--- src/sv/prat_pkg.sv ---
// Shared types and codes for the process region address translator.
`timescale 1ns / 1ps
package prat_pkg;

	typedef enum logic [1:0] {
		FN_INSERT = 2'd0,
		FN_REMOVE = 2'd1,
		FN_LOOKUP = 2'd2,
		FN_NOP    = 2'd3
	} func_t;

	typedef enum logic [1:0] {
		ST_OK   = 2'd0,
		ST_MISS = 2'd1,
		ST_FULL = 2'd2
	} status_t;

	typedef enum logic [1:0] {
		BK_IDLE,
		BK_SCAN,
		BK_RESP
	} back_state_t;

	typedef struct packed {
		logic [1:0]  func;
		logic [21:0] process_id;
		logic [63:0] address;
		logic [63:0] region_length;
		logic [63:0] page_offset;
		logic [63:0] inode_number;
		logic [11:0] device_major;
		logic [19:0] device_minor;
		logic [63:0] inode_generation;
	} in_word_t;

	typedef struct packed {
		logic [1:0]  status;
		logic [63:0] file_offset;
		logic [63:0] found_inode;
		logic [11:0] found_major;
		logic [19:0] found_minor;
		logic [63:0] found_generation;
	} out_word_t;

	// One stored region.
	typedef struct packed {
		logic [21:0] pid;
		logic [63:0] start_addr;
		logic [63:0] end_addr;
		logic [63:0] pgoff;
		logic [63:0] inode;
		logic [11:0] major;
		logic [19:0] minor;
		logic [63:0] generation;
	} entry_t;

	// Classified command handed from front to back.
	typedef struct packed {
		func_t  op;
		logic [63:0] address;
		entry_t ent;
	} cmd_t;

endpackage

--- src/sv/prat_front.sv ---
// Front end: accepts words, classifies them and queues them for the back end.
`timescale 1ns / 1ps
module prat_front (
	input  logic              clk,
	input  logic              arst_n,
	input  logic              start,
	output logic              busy,
	input  prat_pkg::in_word_t req,
	output logic              q_valid,
	output prat_pkg::cmd_t    q_cmd,
	input  logic              q_pop
);
	import prat_pkg::*;

	cmd_t       slot_q [2];
	logic       wr_ptr_q;
	logic       rd_ptr_q;
	logic [1:0] fill_q;
	logic       push;
	cmd_t       cmd_in;

	// Classify the word and compute the region end.
	always_comb begin
		cmd_in.op             = func_t'(req.func);
		cmd_in.address        = req.address;
		cmd_in.ent.pid        = req.process_id;
		cmd_in.ent.start_addr = req.address;
		cmd_in.ent.end_addr   = req.address + req.region_length;
		cmd_in.ent.pgoff      = req.page_offset;
		cmd_in.ent.inode      = req.inode_number;
		cmd_in.ent.major      = req.device_major;
		cmd_in.ent.minor      = req.device_minor;
		cmd_in.ent.generation = req.inode_generation;
	end

	assign busy    = (fill_q == 2'd2);
	assign push    = start && !busy;
	assign q_valid = (fill_q != 2'd0);
	assign q_cmd   = slot_q[rd_ptr_q];

	// Hold queued commands.
	always_ff @(posedge clk) begin
		if (push) begin
			slot_q[wr_ptr_q] <= cmd_in;
		end
	end

	// Advance pointers and fill level.
	always_ff @(posedge clk or negedge arst_n) begin
		if (!arst_n) begin
			wr_ptr_q <= 1'b0;
			rd_ptr_q <= 1'b0;
			fill_q   <= 2'd0;
		end else begin
			if (push) begin
				wr_ptr_q <= !wr_ptr_q;
			end
			if (q_pop) begin
				rd_ptr_q <= !rd_ptr_q;
			end
			if (push && !q_pop) begin
				fill_q <= fill_q + 2'd1;
			end else if (!push && q_pop) begin
				fill_q <= fill_q - 2'd1;
			end
		end
	end

endmodule

--- config.mk ---
export PLATFORM = sky130hd
export DESIGN_NAME = prat_front
export DESIGN_NICKNAME = d
export VERILOG_FILES = /design/src/sv/prat_pkg.sv /design/src/sv/prat_front.sv
export SDC_FILE = /design/constraint.sdc
export NUM_CORES = 1
export LEC_CHECK = 0
export ABC_AREA = 1
export BUFFER_PORTS_ARGS = -buffer_cell sky130_fd_sc_hd__buf_4
export CAP_MARGIN = 20
export CORE_AREA = 5 5 319 321
export CTS_BUF_LIST = sky130_fd_sc_hd__clkbuf_8 sky130_fd_sc_hd__clkbuf_16
export DETAILED_ROUTE_END_ITERATION = 16
export DIE_AREA = 0 0 324 326
export SYNTH_ARGS = -nofsm -noshare
export SYNTH_HDL_FRONTEND = slang
export SYNTH_SLANG_ARGS = --single-unit
--- constraint.sdc ---
create_clock -name clk -period 38.8 [get_ports clk]
set_input_delay 1.94 -clock clk [delete_from_list [all_inputs] [get_ports clk]]
set_output_delay 1.94 -clock clk [all_outputs]
set_load 0.03 [all_outputs]
==> flow_summary.yaml, run 1 <==
timing:
  fin_setup_tns_ns: 0
  period_needed_ns: 5.87
  slew_headroom: 0.310
  rsz0062_at_grt: "false"
  tightest_slew_ns: 1.04
  layout_setup_ws_ns: 32.93
  skew_ns: 0.0435
  fin_crit_sh: 0.151
  hold_violations: 0
  fmax_mhz: 170
  maxSlewViolCount: 0
  report.final.setup_viol: 0
  fin_hold_ws_ns: 0.570
floorplanning:
  io_pins: 822
  initial_utilization: 0.340
  die_x_um: 324
  coreArea_um2: 99000
  rows: 116
  die-area_um2: 106000
  die_y_um: 326
power:
  p_per_area_nw_per_um2: 76.5
  leakage_uw: 0.0182
  p_total_uw: 3340
  peakVddDrop_mv: 0.0515
synth:
  syn_area_um2: 33600
  synth_ff_type: "edfxtp_1"
  synth_top_area_frac: 0.671
  syn_nets: 2986
  ys_warn_count: 0
  ys_ff_latch: 756
  synthMuxAreaShare: 0.126
  synthSimpleGateAreaFrac: 0.102
  synth_compound_area_frac: 0.00736
  post_synth.cell_area_avg_um2: 13.2
  syn_inst: 2541
  async_flop_share: 0.00529
  synth_edf_count: 752
  synthAdderAreaFrac: 0.0244
  ys_seq_area_frac: 0.674
  ys_types: 27
  synth-xor-area-share: 0.00911
  synthTopCellsByArea: "edfxtp_1 67%, mux2_2 13%, nand2_1 6.6%, inv_1 3.6%, ha_1 2.4%"
  synth_largest_area_cell: "edfxtp_1"
  synth_top_family_by_area: "multiplexers"
setup_path:
  crit_path_cell_trace: "buf_4 -> buf_4 -> mux2_2 -> buf_4"
  critPathArrivalTime_ns: 3.93
  slowest_stage: "dfrtp_4"
  cp.buffers_inverters: 3
  crit_fanout: 62
  crit_path_start_kind: "flip-flop"
  critical_path.max_stage_delay_ns: 0.94
  critical_path_class: "reg2out"
  cp_common_cell: "buf_4"
  required_ns: 36.86
  endpoint_kind: "output port"
  crit_family: "buffers and inverters"
cells_and_area:
  n_fill_cell: 9174
  fin_nets: 3799
  final_cell_mix: "834 x buf_4, 752 x edfxtp_1, 595 x nand2_1, 376 x mux2_2, 340 x inv_1"
  layout-drive-gt1-share: 0.405
  syn2layout_area_growth_pct: 29.7
  fin_util: 0.441
  final_common_cell: "buf_4"
route:
  wire_per_inst_um: 22.6
  antenna_left: 0
  drtIter0Drc: 1370
  drcViolationCount: 0
  drt-pass1-iter-count: 5
  routed_via_density: 4.56
  vias: 21700
  wl_um: 107000
placed_design:
  gp_congestion: 0.916
  place_ws_ns: 33.46
  portBuffers: 821
  dp_hpwl_um: 84200
grt:
  grt_max_degree: 149
  antenna_found_initial: 30
  grt_overflow: 0
  grt_pass1_wl_um: 149000
  grt_pass1_vias: 22000
  grt_use_total: 0.195
clock_network:
  cts-root-buf: "clkbuf_16"
  cts_made_buffers: 80
  cts_setup_buffers: 0
  cts_hold_buf: 0
  clkTransAtPathRegs_ns: 0.06
  cts.sinks: 756
  cts_resized: 0
  clk_latency_ns: 0.65
  cts_tree: "yes"
  h-tree-depth: 3
  clockBufferDepth: 3
min_path:
  min_path_type: "reg2reg"
run_status:
  status: "complete, no violations"
run:
  drv_cap: 0
==> cells by family after synthesis <==
| kind of cell | after synthesis |
|---|---|
| simple gates | 831 |
| fa+ha+maj | 65 |
| mux | 376 |
| flops | 756 |
| buf+inv | 430 |
| xor+xnor | 35 |
| compound gates | 48 |
==> per-layer routing <==
layer	share of wire	track usage	wire length (um)	vias to the layer above
met5	0.00029	0	31	-
met4	0.040	0.0960	4310	4
met3	0.084	0.0604	9030	153
met2	0.50	0.334	53600	758
met1	0.38	0.221	40300	10400
li1	-	-	-	10300
==> synth_stat cells (4+ instances only) <==
cell type / n
edfxtp_1: 752
nand2_1: 595
mux2_2: 376
inv_1: 323
nor2_1: 108
buf_4: 64
ha_1: 64
nand3_1: 47
a21oi_1: 41
buf_2: 39
xor2_1: 33
nand2_2: 24
nor2_2: 14
nand4_1: 13
nor3_1: 12
nand3_2: 11
dfrtp_1: 4
o21ai_0: 4
==> report_power, final <==
part	internal, uW	switching (uW)
combinational	505	895
sequential	1130	58.7
clock	432	320
==> registers in the layout, summed over array words and instances (netlist names) <==
signal    count
slot_q      752
wr_ptr_q      1
rd_ptr_q      1
fill_q        2
==> path summary, 6_finish.rpt <==
| path | startpoint | to | slack (ns) | cells after the start |
|---|---|---|---|---|
| max | rd_ptr_q | q_cmd[316] | 32.93 | 4 |
| min in group asynchronous | arst_n | rd_ptr_q | 1.08 | 1 |
| max in group asynchronous | arst_n | rd_ptr_q | 37.60 | 1 |
| max reg2reg | fill_q[1] | slot_q[1][209] | 35.16 | 6 |
| min reg2reg | fill_q[0] | fill_q[0] | 0.57 | 1 |
| min | fill_q[0] | fill_q[0] | 0.57 | 1 |
==> stage by stage <==
step	area [um2]	instances
detailed placement	40900	4569
global route	43600	4738
global placement	40900	4569
CTS	43500	4716
floorplan	33600	2541
finish	43600	4744
==> layout make-up <==
cell class                      count  area [um2]  area share
Timing Repair Buffer              837        6330       0.145
Clock inverter                     65         604      0.0139
Inverter                          324        1220      0.0279
Sequential cell                   756       22700       0.520
Clock buffer                       82        2030      0.0465
Tap cell                         1298        1620      0.0372
Antenna cell                       27        67.6     0.00155
Multi-Input combinational cell   1355        9070       0.208
==> worst reg2reg max path, delay by kind of cell, from the launching register on <==
kind,cells,cell delay [ns]
AO/OA/AOI/OAI,1,0.26
flip-flops,1,0.36
buffers and inverters,4,2.40
AND/OR/NAND/NOR,1,0.15
No activity file was read; power rests on OpenSTA's default activity.
==> run 2: changes to the inputs <==
--- a/config.mk
+++ b/config.mk
@@ -5,13 +5,13 @@
 export SDC_FILE = /design/constraint.sdc
 export NUM_CORES = 1
 export LEC_CHECK = 0
-export ABC_AREA = 1
+export ABC_AREA = 0
 export BUFFER_PORTS_ARGS = -buffer_cell sky130_fd_sc_hd__buf_4
 export CAP_MARGIN = 20
-export CORE_AREA = 5 5 319 321
+export CORE_AREA = 5 5 321 323
 export CTS_BUF_LIST = sky130_fd_sc_hd__clkbuf_8 sky130_fd_sc_hd__clkbuf_16
 export DETAILED_ROUTE_END_ITERATION = 16
-export DIE_AREA = 0 0 324 326
+export DIE_AREA = 0 0 326 328
 export SYNTH_ARGS = -nofsm -noshare
 export SYNTH_HDL_FRONTEND = slang
 export SYNTH_SLANG_ARGS = --single-unit
==> constraint.sdc (replaced) <==
create_clock -name clk -period 5.3 [get_ports clk]
set_input_delay 0.265 -clock clk [delete_from_list [all_inputs] [get_ports clk]]
set_output_delay 0.265 -clock clk [all_outputs]
set_load 0.03 [all_outputs]
==> flow_summary.yaml, run 2 <==
run_status:
  status: "complete, no violations"
placed_design:
  gp_congestion: 0.839
  dp_hpwl_um: 65600
  portBuffers: 821
setup_path:
  rr_worst_depth: 3
  endpoint_kind: "flip-flop"
  critical_path.max_stage_delay_ns: 0.62
  critPathArrivalTime_ns: 4.39
  slowest_stage: "nor4b_1"
  crit_path_cell_trace: "dlygate4sd3_1 -> buf_4 -> ha_1 -> fa_1 -> a21oi_1 -> nor3b_1 -> nor4b_1 -> nor4_1 -> o2111ai_1 -> nand3_1 -> a31oi_1 -> o21a_1 -> o21ai_1 -> xor2_1"
  crit_family: "compound AO/OA/AOI/OAI gates"
  crit_path_start_kind: "input port"
  cp_num_cells: 14
  crit_fanout: 2
  critical_path_class: "in2reg"
  cp.buffers_inverters: 2
  required_ns: 5.67
timing:
  slew_headroom: 0.368
  fin_hold_ws_ns: 0.161
  period_needed_ns: 4.01
  skew_ns: 0.0165
  fin_crit_sh: 0.757
  fmax_mhz: 249
  maxSlewViolCount: 0
  rsz0062_at_grt: "false"
  hold_violations: 0
  report.final.setup_viol: 0
  tightest_slew_ns: 0.948
  fin_setup_tns_ns: 0
cells_and_area:
  largest_reg_flops: 752
  layout-drive-gt1-share: 0.458
  final_common_cell: "buf_4"
  largest-register: "slot_q"
  seq_area_um2: 22700
  n_fill_cell: 8642
  final_cell_mix: "840 x buf_4, 752 x edfxtp_1, 376 x mux2_2, 318 x dlygate4sd3_1, 86 x clkbuf_16"
  top_regs: "slot_q x752, fill_q x2"
  syn2layout_area_growth_pct: 42.5
  fin_nets: 3369
  multi_input_area_um2: 7970
clock_network:
  clkTransAtPathRegs_ns: 0.06
  clk_latency_ns: 0.64
  cts_setup_buffers: 0
  h-tree-depth: 3
  cts.sinks: 756
  cts_made_buffers: 85
  cts-root-buf: "clkbuf_16"
  cts_tree: "yes"
  clockBufferDepth: 3
grt:
  grt_pass1_vias: 21500
  antenna_found_initial: 15
  grt_max_degree: 114
  grt_pass1_wl_um: 133000
  grt_overflow: 0
  grt_use_total: 0.162
synth:
  ys_ff_latch: 756
  synthAdderAreaFrac: 0.0261
  syn_area_um2: 31400
  ys_types: 68
  synth_edf_count: 752
  synth_compound_area_frac: 0.0463
  synth-xor-area-share: 0.0181
  syn_nets: 2242
  synth_ff_type: "edfxtp_1"
  synth_top_area_frac: 0.719
  yosysMostFrequentCell: "edfxtp_1"
  ys_warn_count: 0
  synthMuxAreaShare: 0.135
  synth_top_family_by_area: "multiplexers"
  ys_seq_area_frac: 0.722
  syn_inst: 1797
  synth_largest_area_cell: "edfxtp_1"
  synthTopCellsByCount: "752 x edfxtp_1, 376 x mux2_2, 73 x a21oi_1, 64 x buf_4, 64 x ha_1"
  synthTopCellsByArea: "edfxtp_1 72%, mux2_2 13%, ha_1 2.5%, buf_4 1.5%, a21oi_1 1.2%"
  post_synth.cell_area_avg_um2: 17.5
  synthSimpleGateAreaFrac: 0.0276
  async_flop_share: 0.00529
power:
  p_clk_frac: 0.227
  peakVddDrop_mv: 0.486
  power_frac_comb: 0.425
  p_total_uw: 24800
  p_per_area_nw_per_um2: 554
  power.switching_uw: 9330
  swShare: 0.376
  leakage_uw: 0.0171
  intPower_uw: 15500
  seqPwrFrac: 0.348
floorplanning:
  die-area_um2: 107000
  io_pins: 822
  initial_utilization: 0.316
  die_y_um: 328
  die_x_um: 326
  rows: 116
  coreArea_um2: 99600
route:
  drcViolationCount: 0
  wl_um: 91400
  antenna_left: 0
  wire_per_inst_um: 21.2
  drt-pass1-iter-count: 5
  routed_via_density: 4.65
  drtIter0Drc: 1078
  vias: 20000
min_path:
  worstHoldPathCells: 3
  min_path_type: "in2reg"
run:
  drv_cap: 0
## run 2: logic make-up after synthesis
family,after synthesis
AND/OR/NAND/NOR,170
adder cells (fa/ha/maj),65
AO/OA/AOI/OAI,220
XOR/XNOR,65
multiplexers,376
flip-flops,756
buffers and inverters,145
## run 2: final timing paths
check,from,endpoint,slack (ns)
setup / recovery,req[224],slot_q[0][280],1.29
hold / removal,req[226],slot_q[0][226],0.16
setup reg to reg,fill_q[0],slot_q[1][212],2.79
hold reg to reg,fill_q[1],fill_q[1],0.56
max in group asynchronous,arst_n,rd_ptr_q,4.54
min in group asynchronous,arst_n,fill_q[1],0.55
## run 2: metrics by stage
stage | std cells | util | instance area, um2 | worst slack, ns
2_1_floorplan | 1797 | - | 31400 | -1.26
6_report | 4303 | 0.450 | 44800 | 1.29
5_1_grt | 4302 | 0.450 | 44800 | 1.06
3_3_place_gp | 3817 | 0.390 | 38900 | 1.18
4_1_cts | 4292 | 0.449 | 44700 | 1.26
3_5_place_dp | 3817 | 0.390 | 38900 | 1.10
## run 2: worst reg2reg max path, cell delays in order (launching register included)
cell and delay [ns]:
dfrtp_1 0.42, nand2b_4 0.18, and3_4 0.82, buf_12 0.58
## run 2: per-layer routing
| metal | up-vias | GRT usage | wire (um) |
|---|---|---|---|
| met5 | - | 0 | 0 |
| met4 | 0 | 0.0659 | 3420 |
| met3 | 174 | 0.0543 | 7500 |
| met2 | 782 | 0.286 | 46300 |
| met1 | 9849 | 0.181 | 34200 |
| li1 | 9214 | - | - |
## run 2: repair_timing
item | CTS | global route
resized for setup | 0 | 0
endpoints found under the setup margin | 0 | 0
endpoints found under the hold margin | 633 | 0
hold buffers | 318 | 0
## run 2: layout make-up
cell class	count	area share
antenna	11	0.000615
clock buffer	86	0.0481
clock inverter	71	0.0124
inverter	17	0.00143
multi-input combinational	896	0.178
sequential	756	0.507
tap	1298	0.0363
timing repair buffer	1168	0.216
## run 2: power groups by stage
| stage | clock, uW | sequential (uW) | combinational (uW) |
|---|---|---|---|
| after floorplan | 0 | 8840 | 6690 |
| after global placement | 0 | 8680 | 10400 |
| after detailed placement | 0 | 8760 | 10400 |
| after CTS | 5820 | 8640 | 10700 |
| after global routing | 6070 | 8730 | 11100 |
| final | 5650 | 8630 | 10500 |
==> run 3: changes to the inputs <==
--- a/config.mk
+++ b/config.mk
@@ -8,10 +8,10 @@
 export ABC_AREA = 0
 export BUFFER_PORTS_ARGS = -buffer_cell sky130_fd_sc_hd__buf_4
 export CAP_MARGIN = 20
-export CORE_AREA = 5 5 321 323
+export CORE_AREA = 5 5 318 320
 export CTS_BUF_LIST = sky130_fd_sc_hd__clkbuf_8 sky130_fd_sc_hd__clkbuf_16
 export DETAILED_ROUTE_END_ITERATION = 16
-export DIE_AREA = 0 0 326 328
+export DIE_AREA = 0 0 323 325
 export SYNTH_ARGS = -nofsm -noshare
 export SYNTH_HDL_FRONTEND = slang
 export SYNTH_SLANG_ARGS = --single-unit
==> constraint.sdc (replaced) <==
create_clock -name clk -period 3.9 [get_ports clk]
set_input_delay 0.195 -clock clk [delete_from_list [all_inputs] [get_ports clk]]
set_output_delay 0.195 -clock clk [all_outputs]
set_load 0.03 [all_outputs]
==> flow_summary.yaml, run 3 (synthesized netlist as in run 2, its figures left out) <==
run_status:
  status: "complete, no violations"
cells_and_area:
  multi_input_area_um2: 7970
  largest_reg_flops: 752
  n_fill_cell: 8489
  syn2layout_area_growth_pct: 42.6
  layout-drive-gt1-share: 0.462
  seq_area_um2: 22700
  fin_nets: 3378
  top_regs: "slot_q x752, fill_q x2"
  largest-register: "slot_q"
  final_common_cell: "buf_4"
  final_cell_mix: "844 x buf_4, 752 x edfxtp_1, 376 x mux2_2, 317 x dlygate4sd3_1, 84 x clkbuf_16"
power:
  power_frac_comb: 0.430
  p_total_uw: 33600
  intPower_uw: 20900
  swShare: 0.378
  leakage_uw: 0.0171
  seqPwrFrac: 0.348
  peakVddDrop_mv: 0.519
  power.switching_uw: 12700
  p_per_area_nw_per_um2: 750
  p_clk_frac: 0.222
route:
  drcViolationCount: 0
  drtIter0Drc: 1140
  wl_um: 92500
  routed_via_density: 4.67
  wl_met2_um: 47900
  wire_per_inst_um: 21.5
  routed.top_layer: "met5"
  vias: 20000
  antenna_left: 0
  met3_length_um: 8270
  met1_length_um: 33700
  drt-pass1-iter-count: 5
setup_path:
  rr_worst_depth: 3
  r2r_setup_slack_ns: 1.67
  setup.worst_path.start: "req[224]"
  crit_path_start_kind: "input port"
  worstSetupEndpoint: "slot_q[0][280]"
  required_ns: 4.28
  crit_fanout: 2
  critPathArrivalTime_ns: 4.10
  rr_startpoint: "fill_q[0]"
  critical_path_class: "in2reg"
  endpoint_kind: "flip-flop"
  r2r-end: "slot_q[1][148]"
floorplanning:
  initial_utilization: 0.321
  io_pins: 822
  die_y_um: 325
  die-area_um2: 105000
  die_x_um: 323
  rows: 115
  coreArea_um2: 97800
placed_design:
  portBuffers: 821
  dp_hpwl_um: 67000
  place_ws_ns: 0.0309
  gp_congestion: 0.875
timing:
  layout_setup_ws_ns: 0.183
  period_needed_ns: 3.72
  tightest_slew_ns: 1.02
  skew_ns: 0.0148
  maxSlewViolCount: 0
  slew_headroom: 0.322
  fmax_mhz: 269
  report.final.setup_viol: 0
  rsz0062_at_grt: "false"
  hold_violations: 0
  fin_crit_sh: 0.953
  fin_setup_tns_ns: 0
clock_network:
  cts-root-buf: "clkbuf_16"
  h-tree-depth: 3
  cts_resized: 0
  clockBufferDepth: 3
  cts_tree: "yes"
  clk_latency_ns: 0.65
  clkTransAtPathRegs_ns: 0.06
  cts_made_buffers: 84
  cts.sinks: 756
grt:
  grt_pass1_vias: 21600
  grt_pass1_wl_um: 135000
  grt_max_degree: 108
  grt_overflow: 0
  antenna_found_initial: 12
  grt_use_total: 0.167
min_path:
  min_path_type: "in2reg"
run:
  drv_cap: 0
[run 3: metrics by stage]
step           hold WS [ns]  cell area [um2]  instances  utilization
2_1_floorplan        -0.101            31400       1797            -
3_3_place_gp       -0.00931            39000       3817        0.399
4_1_cts              0.0390            44800       4284        0.458
5_1_grt              0.0858            44800       4292        0.458
6_report              0.116            44800       4294        0.458
3_5_place_dp       -0.00606            39000       3817        0.399
[run 3: worst min-delay path by stage]
| stage | end | cells past startpoint | start |
|---|---|---|---|
| 3_5_place_dp | wr_ptr_q | 1 | arst_n |
| 2_1_floorplan | fill_q[0] | 0 | arst_n |
| 5_1_grt | slot_q[1][228] | 3 | req[228] |
| 3_3_place_gp | wr_ptr_q | 1 | arst_n |
| 4_1_cts | slot_q[1][227] | 3 | req[227] |
| 6_report | slot_q[0][228] | 3 | req[228] |
[run 3: power by group through the flow]
stage                     Sequential (uW)  Clock (uW)  Combinational, uW
after floorplan                     12000           0               9090
after global placement              11800           0              14300
after detailed placement            11900           0              14300
after CTS                           11700        7730              14600
after global routing                11800        8060              15100
final                               11700        7470              14400
[run 3: metal layers]
| layer | GRT usage | vias up |
|---|---|---|
| met5 | 0 | - |
| met4 | 0.0568 | 4 |
| met3 | 0.0543 | 142 |
| met2 | 0.303 | 776 |
| met1 | 0.185 | 9902 |
| li1 | - | 9223 |
[run 3: final cells by class]
class                           count  share of cell area
Timing Repair Buffer             1178               0.220
Inverter                           17             0.00142
Tap cell                         1287              0.0359
Multi-Input combinational cell    896               0.178
Sequential cell                   756               0.506
Clock inverter                     66              0.0111
Clock buffer                       84              0.0469
Antenna cell                       10            0.000558
[run 3: critical path, cell delays in order]
cell,delay [ns]
dlygate4sd3_1,0.55
buf_4,0.14
ha_1,0.28
fa_1,0.43
a21oi_1,0.29
nor3b_1,0.10
buf_4,0.17
nor4b_1,0.26
buf_4,0.19
nor4_1,0.07
o2111ai_1,0.46
nand3_1,0.24
a31oi_1,0.28
o21a_1,0.19
o21ai_1,0.08
xor2_1,0.17
[run 3: what timing repair did]
item / 4_1_cts / 5_1_grt
setup buffers: 0 / 0
endpoints found under the hold margin: 633 / 0
hold buffers: 317 / 0
